## config.mk

```make
export PLATFORM = sky130hd
export DESIGN_NAME = nor_flash_command_sequencer_core
export DESIGN_NICKNAME = d
export VERILOG_FILES = /design/src/nfcs_pkg.sv /design/src/nfcs_queue.sv /design/src/nfcs_front.sv /design/src/nfcs_back.sv /design/src/nor_flash_command_sequencer_core.sv
export VERILOG_INCLUDE_DIRS = /design/src /design/src/src
export SDC_FILE = /design/constraint.sdc
export NUM_CORES = 1
export LEC_CHECK = 0
export BUFFER_PORTS_ARGS = -buffer_cell sky130_fd_sc_hd__buf_2
export CAP_MARGIN = 20
export CORE_ASPECT_RATIO = 1.25
export CORE_MARGIN = 8
export CORE_UTILIZATION = 60
export DETAILED_ROUTE_END_ITERATION = 10
export GPL_TIMING_DRIVEN = 0
export PLACE_DENSITY_LB_ADDON = 0.08
export SKIP_CTS_REPAIR_TIMING = 1
export SYNTH_ARGS = -nofsm -noshare
export SYNTH_HDL_FRONTEND = slang
export SYNTH_SLANG_ARGS = --single-unit
export TNS_END_PERCENT = 10
```

## constraint.sdc

```tcl
create_clock -name clk -period 4.9 [get_ports clk]
set_clock_uncertainty 0.05 [all_clocks]
set_input_delay 0.98 -clock clk [delete_from_list [all_inputs] [get_ports clk]]
set_output_delay 0.98 -clock clk [all_outputs]
set_load 0.02 [all_outputs]
```

## src/nor_flash_command_sequencer_core_defines.svh

```systemverilog
// assertion helpers shared by the sequencer modules
`ifndef NOR_FLASH_COMMAND_SEQUENCER_CORE_DEFINES_SVH
`define NOR_FLASH_COMMAND_SEQUENCER_CORE_DEFINES_SVH

// condition holds on every clock edge out of reset
`define NFCS_ASSERT_ALWAYS(label, cond, msg) \
	label: assert property (@(posedge clk) disable iff (!arst_n) (cond)) else $error(msg);

// antecedent implies consequent in the same cycle
`define NFCS_ASSERT_IMP(label, ante, cons, msg) \
	label: assert property (@(posedge clk) disable iff (!arst_n) (ante) |-> (cons)) else $error(msg);

`endif

```

## src/nfcs_pkg.sv

```systemverilog
`timescale 1ns / 1ps
package nfcs_pkg;

	localparam int BUFFER_WORDS = 16;
	localparam int QUEUE_DEPTH = 4;
	localparam int QPTR_W = $clog2(QUEUE_DEPTH);

	localparam logic [2:0] REQ_READ_ID = 3'd0;
	localparam logic [2:0] REQ_SECTOR_ERASE = 3'd1;
	localparam logic [2:0] REQ_CHIP_ERASE = 3'd2;
	localparam logic [2:0] REQ_PROGRAM = 3'd3;
	localparam logic [2:0] REQ_BUF_BEGIN = 3'd4;
	localparam logic [2:0] REQ_BUF_DATA = 3'd5;
	localparam logic [2:0] REQ_POLL = 3'd6;

	localparam logic [1:0] KIND_WRITE = 2'd0;
	localparam logic [1:0] KIND_READ = 2'd1;
	localparam logic [1:0] KIND_STATUS = 2'd2;

	localparam logic [2:0] ST_ONGOING = 3'd0;
	localparam logic [2:0] ST_SUCCESS = 3'd1;
	localparam logic [2:0] ST_ERROR = 3'd2;
	localparam logic [2:0] ST_TIMEOUT = 3'd3;
	localparam logic [2:0] ST_REJECTED = 3'd4;

	localparam logic [1:0] REG_PROGRAM_TO = 2'd0;
	localparam logic [1:0] REG_SECTOR_TO = 2'd1;
	localparam logic [1:0] REG_CHIP_TO = 2'd2;

	localparam logic [22:0] CMD_ADDR1 = 23'h000AAA;
	localparam logic [22:0] CMD_ADDR2 = 23'h000554;
	localparam logic [22:0] ID_ADDR0 = 23'h000000;
	localparam logic [22:0] ID_ADDR1 = 23'h000002;
	localparam logic [22:0] ID_ADDR2 = 23'h00001C;
	localparam logic [22:0] ID_ADDR3 = 23'h00001E;

	localparam logic [15:0] CMD_UNLOCK1 = 16'h00AA;
	localparam logic [15:0] CMD_UNLOCK2 = 16'h0055;
	localparam logic [15:0] CMD_AUTOSELECT = 16'h0090;
	localparam logic [15:0] CMD_ERASE_SETUP = 16'h0080;
	localparam logic [15:0] CMD_SECTOR_ERASE = 16'h0030;
	localparam logic [15:0] CMD_CHIP_ERASE = 16'h0010;
	localparam logic [15:0] CMD_PROGRAM = 16'h00A0;
	localparam logic [15:0] CMD_BUF_LOAD = 16'h0025;
	localparam logic [15:0] CMD_BUF_CONFIRM = 16'h0029;

	localparam int DQ6_BIT = 6;
	localparam int DQ5_BIT = 5;

	typedef enum logic [4:0] {
		PH_IDLE = 5'b00001,
		PH_LOADING = 5'b00010,
		PH_WAIT_HIGH = 5'b00100,
		PH_WAIT_LOW = 5'b01000,
		PH_TOGGLE = 5'b10000
	} phase_t;

	typedef enum logic [2:0] {
		OP_READ_ID,
		OP_SECTOR_ERASE,
		OP_CHIP_ERASE,
		OP_PROGRAM,
		OP_BUF_BEGIN,
		OP_BUF_DATA,
		OP_BUF_LAST,
		OP_STATUS
	} op_t;

	typedef struct packed {
		logic [2:0] req_type;
		logic [22:0] target_address;
		logic [15:0] write_word;
		logic [4:0] buffer_count;
		logic ready_pin;
		logic [15:0] first_read;
		logic [15:0] second_read;
	} req_t;

	typedef struct packed {
		logic [1:0] cycle_kind;
		logic [22:0] bus_address;
		logic [15:0] bus_data;
		logic [2:0] status;
		logic last;
	} rsp_t;

	typedef struct packed {
		logic [23:0] prog_timeout;
		logic [23:0] sector_erase_timeout;
		logic [23:0] chip_erase_timeout;
	} cfg_t;

	typedef struct packed {
		op_t op;
		logic [22:0] addr;
		logic [15:0] data;
		logic [22:0] base;
		logic [2:0] status;
	} desc_t;

	typedef struct packed {
		logic full;
		logic valid;
	} qstat_t;

	function automatic logic [2:0] beat_total(input op_t op);
		logic [2:0] n;
		case (op)
			OP_READ_ID: n = 3'd7;
			OP_SECTOR_ERASE: n = 3'd6;
			OP_CHIP_ERASE: n = 3'd6;
			OP_PROGRAM: n = 3'd4;
			OP_BUF_BEGIN: n = 3'd4;
			OP_BUF_LAST: n = 3'd2;
			default: n = 3'd1;
		endcase
		return n;
	endfunction

	function automatic rsp_t build_beat(input desc_t d, input logic [2:0] step);
		rsp_t r;
		r.cycle_kind = KIND_WRITE;
		r.bus_address = CMD_ADDR1;
		r.bus_data = 16'h0000;
		r.status = ST_ONGOING;
		r.last = (step == beat_total(d.op) - 3'd1);
		case (d.op)
			OP_READ_ID: begin
				case (step)
					3'd0: r.bus_data = CMD_UNLOCK1;
					3'd1: begin
						r.bus_address = CMD_ADDR2;
						r.bus_data = CMD_UNLOCK2;
					end
					3'd2: r.bus_data = CMD_AUTOSELECT;
					3'd3: begin
						r.cycle_kind = KIND_READ;
						r.bus_address = ID_ADDR0;
					end
					3'd4: begin
						r.cycle_kind = KIND_READ;
						r.bus_address = ID_ADDR1;
					end
					3'd5: begin
						r.cycle_kind = KIND_READ;
						r.bus_address = ID_ADDR2;
					end
					default: begin
						r.cycle_kind = KIND_READ;
						r.bus_address = ID_ADDR3;
					end
				endcase
			end
			OP_SECTOR_ERASE, OP_CHIP_ERASE: begin
				case (step)
					3'd0, 3'd3: r.bus_data = CMD_UNLOCK1;
					3'd1, 3'd4: begin
						r.bus_address = CMD_ADDR2;
						r.bus_data = CMD_UNLOCK2;
					end
					3'd2: r.bus_data = CMD_ERASE_SETUP;
					default: begin
						if (d.op == OP_SECTOR_ERASE) begin
							r.bus_address = d.addr;
							r.bus_data = CMD_SECTOR_ERASE;
						end else begin
							r.bus_data = CMD_CHIP_ERASE;
						end
					end
				endcase
			end
			OP_PROGRAM, OP_BUF_BEGIN: begin
				case (step)
					3'd0: r.bus_data = CMD_UNLOCK1;
					3'd1: begin
						r.bus_address = CMD_ADDR2;
						r.bus_data = CMD_UNLOCK2;
					end
					3'd2: begin
						if (d.op == OP_PROGRAM) begin
							r.bus_data = CMD_PROGRAM;
						end else begin
							r.bus_address = d.addr;
							r.bus_data = CMD_BUF_LOAD;
						end
					end
					default: begin
						r.bus_address = d.addr;
						r.bus_data = d.data;
					end
				endcase
			end
			OP_BUF_DATA, OP_BUF_LAST: begin
				if (step == 3'd0) begin
					r.bus_address = d.addr;
					r.bus_data = d.data;
				end else begin
					r.bus_address = d.base;
					r.bus_data = CMD_BUF_CONFIRM;
				end
			end
			default: begin
				r.cycle_kind = KIND_STATUS;
				r.bus_address = 23'd0;
				r.status = d.status;
			end
		endcase
		return r;
	endfunction

endpackage

```

## src/nfcs_queue.sv

```systemverilog
`timescale 1ns / 1ps
`include "nor_flash_command_sequencer_core_defines.svh"
module nfcs_queue
	import nfcs_pkg::*;
(
	input logic clk,
	input logic arst_n,
	input logic push,
	input desc_t push_desc,
	input logic pop,
	output desc_t head_desc,
	output qstat_t qstat
);

	localparam int CNT_W = $clog2(QUEUE_DEPTH + 1);

	desc_t mem_q [QUEUE_DEPTH];
	logic [QPTR_W-1:0] wr_ptr_q;
	logic [QPTR_W-1:0] rd_ptr_q;
	logic [CNT_W-1:0] count_q;

	assign qstat.valid = (count_q != '0);
	assign qstat.full = (count_q == CNT_W'(QUEUE_DEPTH));
	assign head_desc = mem_q[rd_ptr_q];

	always_ff @(posedge clk) begin
		if (push) begin
			mem_q[wr_ptr_q] <= push_desc;
		end
	end

	always_ff @(posedge clk or negedge arst_n) begin
		if (!arst_n) begin
			wr_ptr_q <= '0;
			rd_ptr_q <= '0;
			count_q <= '0;
		end else begin
			if (push) begin
				wr_ptr_q <= wr_ptr_q + QPTR_W'(1);
			end
			if (pop) begin
				rd_ptr_q <= rd_ptr_q + QPTR_W'(1);
			end
			case ({push, pop})
				2'b10: count_q <= count_q + CNT_W'(1);
				2'b01: count_q <= count_q - CNT_W'(1);
				default: count_q <= count_q;
			endcase
		end
	end

	`NFCS_ASSERT_ALWAYS(a_queue_count_bound, count_q <= CNT_W'(QUEUE_DEPTH), "queue overfilled")
	`NFCS_ASSERT_IMP(a_queue_no_overflow, push && !pop, !qstat.full, "push into full queue")

endmodule

```

## src/nfcs_front.sv

```systemverilog
`timescale 1ns / 1ps
`include "nor_flash_command_sequencer_core_defines.svh"
module nfcs_front
	import nfcs_pkg::*;
(
	input logic clk,
	input logic arst_n,
	input logic in_valid,
	input req_t in_item,
	input cfg_t cfg,
	input qstat_t qstat,
	output logic push,
	output desc_t push_desc
);

	phase_t phase_q;
	phase_t phase_d;
	logic [23:0] budget_q;
	logic [23:0] budget_d;
	logic [23:0] loaded_q;
	logic [23:0] loaded_d;
	logic parity_q;
	logic parity_d;
	logic [22:0] base_q;
	logic [22:0] base_d;
	logic [22:0] next_q;
	logic [22:0] next_d;
	logic [4:0] left_q;
	logic [4:0] left_d;

	logic same;
	logic waiting;
	logic budget_zero;
	logic [4:0] cnt;

	assign push = in_valid && !qstat.full;
	assign same = (in_item.first_read[DQ6_BIT] == in_item.second_read[DQ6_BIT]);
	assign budget_zero = (budget_q == 24'd0);
	assign cnt = in_item.buffer_count;
	assign waiting = (phase_q == PH_WAIT_HIGH) ? in_item.ready_pin : !in_item.ready_pin;

	always_comb begin
		phase_d = phase_q;
		budget_d = budget_q;
		loaded_d = loaded_q;
		parity_d = parity_q;
		base_d = base_q;
		next_d = next_q;
		left_d = left_q;
		push_desc.op = OP_STATUS;
		push_desc.addr = in_item.target_address;
		push_desc.data = in_item.write_word;
		push_desc.base = base_q;
		push_desc.status = ST_REJECTED;
		case (in_item.req_type)
			REQ_POLL: begin
				if (phase_q inside {PH_WAIT_HIGH, PH_WAIT_LOW}) begin
					push_desc.status = ST_ONGOING;
					if (waiting && !budget_zero) begin
						budget_d = budget_q - 24'd1;
					end else begin
						budget_d = loaded_q;
						parity_d = 1'b0;
						phase_d = (phase_q == PH_WAIT_HIGH) ? PH_WAIT_LOW : PH_TOGGLE;
					end
				end else if (phase_q == PH_TOGGLE) begin
					if (!parity_q) begin
						if (budget_zero) begin
							phase_d = PH_IDLE;
							push_desc.status = ST_TIMEOUT;
						end else begin
							budget_d = budget_q - 24'd1;
							if (same) begin
								phase_d = PH_IDLE;
								push_desc.status = ST_SUCCESS;
							end else begin
								parity_d = 1'b1;
								push_desc.status = ST_ONGOING;
							end
						end
					end else begin
						parity_d = 1'b0;
						if (same) begin
							phase_d = PH_IDLE;
							push_desc.status = ST_SUCCESS;
						end else if (in_item.first_read[DQ5_BIT]) begin
							phase_d = PH_IDLE;
							push_desc.status = ST_ERROR;
						end else if (budget_zero) begin
							phase_d = PH_IDLE;
							push_desc.status = ST_TIMEOUT;
						end else begin
							push_desc.status = ST_ONGOING;
						end
					end
				end
			end
			REQ_BUF_DATA: begin
				if (phase_q == PH_LOADING && left_q != 5'd0) begin
					push_desc.addr = next_q;
					next_d = next_q + 23'd2;
					left_d = left_q - 5'd1;
					if (left_q == 5'd1) begin
						push_desc.op = OP_BUF_LAST;
						loaded_d = cfg.prog_timeout;
						budget_d = cfg.prog_timeout;
						parity_d = 1'b0;
						phase_d = PH_WAIT_HIGH;
					end else begin
						push_desc.op = OP_BUF_DATA;
					end
				end
			end
			REQ_READ_ID: begin
				if (phase_q == PH_IDLE) begin
					push_desc.op = OP_READ_ID;
				end
			end
			REQ_SECTOR_ERASE: begin
				if (phase_q == PH_IDLE) begin
					push_desc.op = OP_SECTOR_ERASE;
					loaded_d = cfg.sector_erase_timeout;
					budget_d = cfg.sector_erase_timeout;
					parity_d = 1'b0;
					phase_d = PH_WAIT_HIGH;
				end
			end
			REQ_CHIP_ERASE: begin
				if (phase_q == PH_IDLE) begin
					push_desc.op = OP_CHIP_ERASE;
					loaded_d = cfg.chip_erase_timeout;
					budget_d = cfg.chip_erase_timeout;
					parity_d = 1'b0;
					phase_d = PH_WAIT_HIGH;
				end
			end
			REQ_PROGRAM: begin
				if (phase_q == PH_IDLE) begin
					push_desc.op = OP_PROGRAM;
					loaded_d = cfg.prog_timeout;
					budget_d = cfg.prog_timeout;
					parity_d = 1'b0;
					phase_d = PH_WAIT_HIGH;
				end
			end
			REQ_BUF_BEGIN: begin
				if (phase_q == PH_IDLE && cnt != 5'd0 && cnt <= 5'(BUFFER_WORDS)) begin
					push_desc.op = OP_BUF_BEGIN;
					push_desc.data = {11'd0, cnt - 5'd1};
					base_d = in_item.target_address;
					next_d = in_item.target_address;
					left_d = cnt;
					phase_d = PH_LOADING;
				end
			end
			default: begin
				push_desc.op = OP_STATUS;
			end
		endcase
	end

	always_ff @(posedge clk or negedge arst_n) begin
		if (!arst_n) begin
			phase_q <= PH_IDLE;
			budget_q <= '0;
			loaded_q <= '0;
			parity_q <= 1'b0;
			base_q <= '0;
			next_q <= '0;
			left_q <= '0;
		end else if (push) begin
			phase_q <= phase_d;
			budget_q <= budget_d;
			loaded_q <= loaded_d;
			parity_q <= parity_d;
			base_q <= base_d;
			next_q <= next_d;
			left_q <= left_d;
		end
	end

	`NFCS_ASSERT_IMP(a_front_loading_left, phase_q == PH_LOADING, left_q != 5'd0, "open buffer load with no words left")
	`NFCS_ASSERT_IMP(a_front_parity_toggle, parity_q, phase_q == PH_TOGGLE, "pair parity set outside toggle check")

endmodule

```

## src/nfcs_back.sv

```systemverilog
`timescale 1ns / 1ps
`include "nor_flash_command_sequencer_core_defines.svh"
module nfcs_back
	import nfcs_pkg::*;
(
	input logic clk,
	input logic arst_n,
	input qstat_t qstat,
	input desc_t head_desc,
	output logic pop,
	output logic out_valid,
	input logic out_stall,
	output rsp_t out_item
);

	logic [2:0] step_q;
	logic out_valid_q;
	rsp_t out_q;
	rsp_t beat;
	logic load;

	assign beat = build_beat(head_desc, step_q);
	assign load = qstat.valid && (!out_valid_q || !out_stall);
	assign pop = load && beat.last;
	assign out_valid = out_valid_q;
	assign out_item = out_q;

	always_ff @(posedge clk) begin
		if (load) begin
			out_q <= beat;
		end
	end

	always_ff @(posedge clk or negedge arst_n) begin
		if (!arst_n) begin
			step_q <= '0;
			out_valid_q <= 1'b0;
		end else begin
			if (load) begin
				step_q <= beat.last ? 3'd0 : step_q + 3'd1;
				out_valid_q <= 1'b1;
			end else if (!out_stall) begin
				out_valid_q <= 1'b0;
			end
		end
	end

	`NFCS_ASSERT_IMP(a_back_mid_sequence, step_q != 3'd0, qstat.valid, "sequence lost its descriptor")
	`NFCS_ASSERT_IMP(a_back_status_last, out_valid_q && out_q.cycle_kind == KIND_STATUS, out_q.last, "status beat not final")

endmodule

```

## src/nor_flash_command_sequencer_core.sv

```systemverilog
// first beat: a request is queued, then its beat is registered at the output
// throughput: one beat per cycle while out_stall is low; a request has 1 to 7 beats
// (read id 7, erase 6, program and buffer begin 4, last buffer word 2, others 1),
// set by the beat sequencer that expands each queued request
// reset: asynchronous active low; idle phase, empty queue, timeouts at their defaults
`timescale 1ns / 1ps
module nor_flash_command_sequencer_core
	import nfcs_pkg::*;
(
	input logic clk,
	input logic arst_n,
	input logic in_valid,
	output logic in_stall,
	input req_t in_item,
	output logic out_valid,
	input logic out_stall,
	output rsp_t out_item,
	input logic psel,
	input logic penable,
	input logic pwrite,
	input logic [3:0] paddr,
	input logic [31:0] pwdata,
	output logic [31:0] prdata,
	output logic pready
);

	cfg_t cfg_q;
	qstat_t qstat;
	desc_t push_desc;
	desc_t head_desc;
	logic push;
	logic pop;
	logic reg_wr;
	logic [1:0] reg_idx;

	assign pready = 1'b1;
	assign reg_wr = psel && penable && pwrite;
	assign reg_idx = paddr[3:2];
	assign in_stall = qstat.full;

	always_ff @(posedge clk or negedge arst_n) begin
		if (!arst_n) begin
			cfg_q.prog_timeout <= 24'd65535;
			cfg_q.sector_erase_timeout <= 24'hFFFFFF;
			cfg_q.chip_erase_timeout <= 24'hFFFFFF;
		end else if (reg_wr) begin
			case (reg_idx)
				REG_PROGRAM_TO: cfg_q.prog_timeout <= pwdata[23:0];
				REG_SECTOR_TO: cfg_q.sector_erase_timeout <= pwdata[23:0];
				REG_CHIP_TO: cfg_q.chip_erase_timeout <= pwdata[23:0];
				default: cfg_q <= cfg_q;
			endcase
		end
	end

	always_comb begin
		case (reg_idx)
			REG_PROGRAM_TO: prdata = {8'd0, cfg_q.prog_timeout};
			REG_SECTOR_TO: prdata = {8'd0, cfg_q.sector_erase_timeout};
			REG_CHIP_TO: prdata = {8'd0, cfg_q.chip_erase_timeout};
			default: prdata = 32'd0;
		endcase
	end

	nfcs_front u_front (
		.clk(clk),
		.arst_n(arst_n),
		.in_valid(in_valid),
		.in_item(in_item),
		.cfg(cfg_q),
		.qstat(qstat),
		.push(push),
		.push_desc(push_desc)
	);

	nfcs_queue u_queue (
		.clk(clk),
		.arst_n(arst_n),
		.push(push),
		.push_desc(push_desc),
		.pop(pop),
		.head_desc(head_desc),
		.qstat(qstat)
	);

	nfcs_back u_back (
		.clk(clk),
		.arst_n(arst_n),
		.qstat(qstat),
		.head_desc(head_desc),
		.pop(pop),
		.out_valid(out_valid),
		.out_stall(out_stall),
		.out_item(out_item)
	);

endmodule
```

# --- Yosys cells after proc, flatten, opt, wreduce, memory -nomap -nowiden ---
# Memories as Yosys holds them, arrays and structs flattened.
# Cells that the tools add are included.
totals:
  reg_bits: 233
  ramBits: 272
  in_bits: 123
  out_inout_bits: 80
  elab_cells: 213
  memories: 1
op_classes:
  addsub: 10
  n_lt_le_gt_ge: 1
  eq_ne: 44
  mux: 87
  n_reduce_logical: 50
memory_table:
  columns: ["name", "depth", "word_bits", "read_ports", "rd_clocked_by_memory_dff", "wr", "line", "text"]
  rows:
  - ["u_queue.mem_q", 4, 68, 1, 0, 1, "nfcs_queue.sv:17", "desc_t mem_q [QUEUE_DEPTH];"]
op_table:
  columns: ["cell", "count"]
  rows:
  - ["24-bit 2-to-1 mux", 10]
  - ["24-bit one-hot mux with 5 select lines", 1]
  - ["23-bit 2-to-1 mux", 5]
  - ["16-bit one-hot mux with 3 select lines", 2]
  - ["24-bit one-hot mux with 4 select lines", 1]
  - ["23-bit one-hot mux with 2 select lines", 2]
  - ["23-bit one-hot mux with 4 select lines", 1]
  - ["5-bit 2-to-1 mux", 16]
  - ["24-bit one-hot mux with 3 select lines", 1]
  - ["23-bit one-hot mux with 3 select lines", 1]
  - ["16-bit one-hot mux with 4 select lines", 1]
  - ["12-bit one-hot mux with 5 select lines", 1]
  - ["39-bit 2-to-1 mux", 1]
  - ["3-bit 2-to-1 mux", 12]
  - ["16-bit 2-to-1 mux", 2]
  - ["3-bit == test (second input constant)", 9]
  - ["25-bit 2-to-1 mux", 1]
  - ["24-bit logical NOT", 1]
  - ["8-bit one-hot mux with 3 select lines", 1]
  - ["24-bit by 1-bit subtractor with 24-bit output (second input constant)", 1]
  - ["23-bit by 2-bit adder with 23-bit output (second input constant)", 1]
  - ["5-bit one-hot mux with 4 select lines", 1]
  - ["10-bit AND reduction", 2]
  - ["3-bit by 2-bit == test with 1-bit output (second input constant)", 6]
  - ["other kinds (47)", 112]

# --- Logic depth before layout (Yosys ltp) ---
# An unclocked memory read counts as a cell.
logic_depth:
  ltp_word: 9
  mapped_depth: 18

# --- By module ---
# A second synthesis with hierarchy kept.
hier_totals:
  hier_cells: 1784
  hier_area_um2: 23717.7
modules_own_cells:
  columns: ["module", "instances", "cells_per_inst", "area_per_inst_um2", "seq_area_each_um2"]
  rows:
  - ["nfcs_queue", 1, 389, 10281.1, 8343.0]
  - ["nfcs_front", 1, 887, 7141.8, 2628.8]
  - ["nor_flash_command_sequencer_core", 1, 248, 3443.3, 1881.8]
  - ["nfcs_back", 1, 260, 2851.5, 1451.4]

# --- Worst setup path before layout ---
# No wires, ideal clock.
synth_path:
  kind: "register to register"
  startpoint: "reg u_queue.rd_ptr_q[0]"
  endpoint: "reg u_queue.count_q[2]"
  setup_time_ns: 0.079
  arrival_time_ns: 3.893
  setup_slack_ns: 0.878
  stages_incl_launch_ff: 18
  n_path_buf: 2
  period_less_slack_ns: 4.022
  path_cell_list: "dfrtp_1 > buf_2 > mux4_2 > clkbuf_1 > nor2_1 > a21oi_1 > ha_1 > xnor2_1 > xnor2_1 > nand2b_1 > a211oi_1 > and2_1 > ha_1 > inv_1 > fa_1 > xor2_1 > nor2_1 > xor2_1"
synth_rtl:
  columns: ["element", "line", "text"]
  rows:
  - ["from (decl)", "nfcs_queue.sv:19", "logic [QPTR_W-1:0] rd_ptr_q;"]
  - ["from (signal assigned)", "nfcs_queue.sv:42", "rd_ptr_q <= rd_ptr_q + QPTR_W'(1);"]
  - ["to (signal assigned)", "nfcs_queue.sv:45", "2'b10: count_q <= count_q + CNT_W'(1);"]
  - ["to (signal assigned)", "nfcs_queue.sv:46", "2'b01: count_q <= count_q - CNT_W'(1);"]
  - ["to (signal assigned)", "nfcs_queue.sv:47", "default: count_q <= count_q;"]
  - ["to (decl)", "nfcs_queue.sv:20", "logic [CNT_W-1:0] count_q;"]

==> run metrics <==
Synth Area in Compound Gates=0.101; worst slew pin tran=1.09 ns; largest net degree at the start of global routing=108; post-synthesis xor/xnor area fraction=0.0106; synthesized area=0.0230 mm^2; Place WS=-0.321 ns; Crit path required time=5.35 ns; Adder-Cell Fraction of Synth Area=0.0123; drt initial violations=1247; Setup-failing EPs final=0; Final period util=0.952; vias in the first global route=15662; Crit path largest cell delay=0.56 ns; VDD IR max=391 uV; worst path arrival time=5.12 ns; M2 GR Usage=0.485; Simple-Gate Fraction of Synth Area=0.0812; met3 GRT Util=0.0418; share of cells above drive strength 1=0.275; CTS Buffer Depth=3; main combinational cell family by area after synthesis=multiplexers; Die Area=0.0450 mm^2; CTS Buf Count=50; Critical Path Slowest Stage Cell=mux4_2; Fmax=214 MHz; CP bufs+invs=4; initial antenna violation count=4; die width=191 um; R2R Path Start=u_queue.rd_ptr_q[0]$_DFFE_PN0P_; endpoint class of the critical path=register; synthesized netlist cell count=1688; first-pass GRT wire length=92.6 mm; CTS Sinks=505; drt pass-1 iters=6; Die H=235 um; Via Count=15277; Total Wirelength=61.0 mm; worst skew pair latency=0.58 ns; Yosys top cell by area=edfxtp_1; Yosys Warn Count=0; Placed Instance Area=0.0246 mm^2; Final min period=4.67 ns; Max-cap violations=0; top_reg_cell synth=edfxtp_1; Synth area leaders=edfxtp_1, dfrtp_1, dfstp_2, mux4_2, mux2_2; status=finished clean; cell family with most CP delay=buffers and inverters; Slew Viols, Final=0; mux cell area share after synthesis=0.146; Hold Fails Final Rpt=0; FFs w/ async S/R, synth=0.372; P&R area growth vs syn=15.0%; number of enable flip-flop cells after synthesis=317; sequential share of the synthesized area=0.621; top-area cell type share of the netlist area=0.413; clock root buffer=clkbuf_16; met1 usage in global routing=0.308; top-count cell post-synth=edfxtp_1; core area=0.0380 mm^2; final instance area=0.0265 mm^2; total global routing overflow=0; Yosys cell types=75; Top Ports=203; Detail Placement HPWL=43.3 mm; critical path type=register to register; Pleak=10.1 nW; syn_area_per_cell=13.6 um^2; GP Congestion=0.962; CTS H-tree depth=2; site row count=80; CP max FO=10; CP cell instances=buf_2, mux4_2, clkbuf_1, clkbuf_2, nand2_1, o21ai_0, ha_1, xnor2_1, xnor2_1, nand2b_1, a211oi_4, and2_2, ha_1, inv_1, fa_1, xor2_1, nor2_1, xor2_1; pwr dens=612 mW/mm^2; Starting Density=0.606; total negative slack=0 ns; synth cell count leaders=edfxtp_1, a21oi_1, dfrtp_1, mux2_2, nand2_1; clk slew on worst S/H paths=0.07 ns; final antenna-violating net count=0; final worst setup slack=0.234 ns; fillers=2668; grt peak-use layer=met2; number of nets in the layout=2055; GRT Total Usage=0.270; IO Port Bufs=152; DRC Markers=0; CP Launch Type=register; Hold Path Class=input port to async pin; synthesis-stage register bit count=505; Max-slew headroom=0.269; routed length per instance=24.9 um; clock tree from TritonCTS=yes; Worst Setup SP=u_queue.rd_ptr_q[0]$_DFFE_PN0P_; Via density=6.25
-- logic make-up (layout without fill, tap and decap cells) --
group | after synthesis | in the layout
buffers and inverters | 162 | 419
other | 2 | 11
AO/OA/AOI/OAI | 357 | 357
flip-flops | 505 | 505
XOR/XNOR | 28 | 28
AND/OR/NAND/NOR | 379 | 379
adder cells (fa/ha/maj) | 22 | 22
multiplexers | 233 | 233
-- worst paths after layout --
check,end,slack [ns],depth (start not counted)
max,u_queue.count_q[2]$_DFFE_PN0P_,0.23,18
min,u_front.budget_q[19]$_DFFE_PN0P_,0.36,1
max reg2reg,u_queue.count_q[2]$_DFFE_PN0P_,0.23,18
min reg2reg,u_queue.count_q[2]$_DFFE_PN0P_,0.44,1
max in group asynchronous,u_front.base_q[15]$_DFFE_PN0P_,3.45,2
min in group clk,u_queue.count_q[2]$_DFFE_PN0P_,0.44,1
-- layout by cell type, fill, tap and decap left out, types with 16 or more instances in the layout --
cell       Yosys  routed
edfxtp_1     317     317
buf_2          5     157
a21oi_1      130     130
dfrtp_1      123     123
mux2_2       120     120
nand2_1      111     111
nor2_1        85      84
clkbuf_1      76      83
mux4_2        68      68
dfstp_2       65      65
o21ai_0       62      62
inv_1         54      53
clkbuf_16      0      53
mux2i_1       41      41
nand3_1       36      36
and2_1        28      27
nor3_1        25      25
xnor2_1       21      21
ha_1          21      21
o22ai_1       18      18
buf_1         17      17
or3_1         16      16
-- layout make-up --
cell class                      count  area (um^2)  area share
Multi-Input combinational cell   1028         8150       0.308
Tap cell                          492          616      0.0232
Inverter                           54          203     0.00765
Timing Repair Buffer              163          983      0.0371
Clock buffer                       69         1470      0.0554
Clock inverter                     25          310      0.0117
Antenna cell                        2         5.00    0.000189
Buffer                            108          450      0.0170
Sequential cell                   505        14300       0.540
-- flip-flops by register name, indices dropped and copies added (netlist names) --
signal / flops
u_queue.mem_q: 272
cfg_q: 72
u_back.out_item: 45
u_front.budget_q: 24
u_front.loaded_q: 24
u_front.base_q: 23
u_front.next_q: 23
u_front.left_q: 5
u_front.phase_q: 5
u_back.step_q: 3
u_queue.count_q: 3
u_queue.rd_ptr_q: 2
u_queue.wr_ptr_q: 2
u_back.out_valid: 1
u_front.parity_q: 1
-- metrics by stage --
step	hold WS, ns	utilization	instances	power [mW]
floorplan	0.400	-	1695	10.3
global placement	0.419	0.643	2339	12.0
detailed placement	0.425	0.648	2347	12.1
CTS	0.387	0.695	2441	16.2
global route	0.412	0.696	2445	16.9
finish	0.360	0.696	2446	16.2
-- where the power goes --
part | total, mW | internal, mW | switching (mW)
Clock | 4.05 | 2.42 | 1.63
Sequential | 6.69 | 6.04 | 0.650
Combinational | 5.46 | 2.15 | 3.31
Total | 16.2 | 10.6 | 5.59
-- routing by layer --
metal,up-vias,part of all wire
met5,-,0.00061
met4,6,0.052
met3,139,0.050
met2,530,0.53
met1,7704,0.37
li1,6898,-
(Power assumes the default switching activity.)
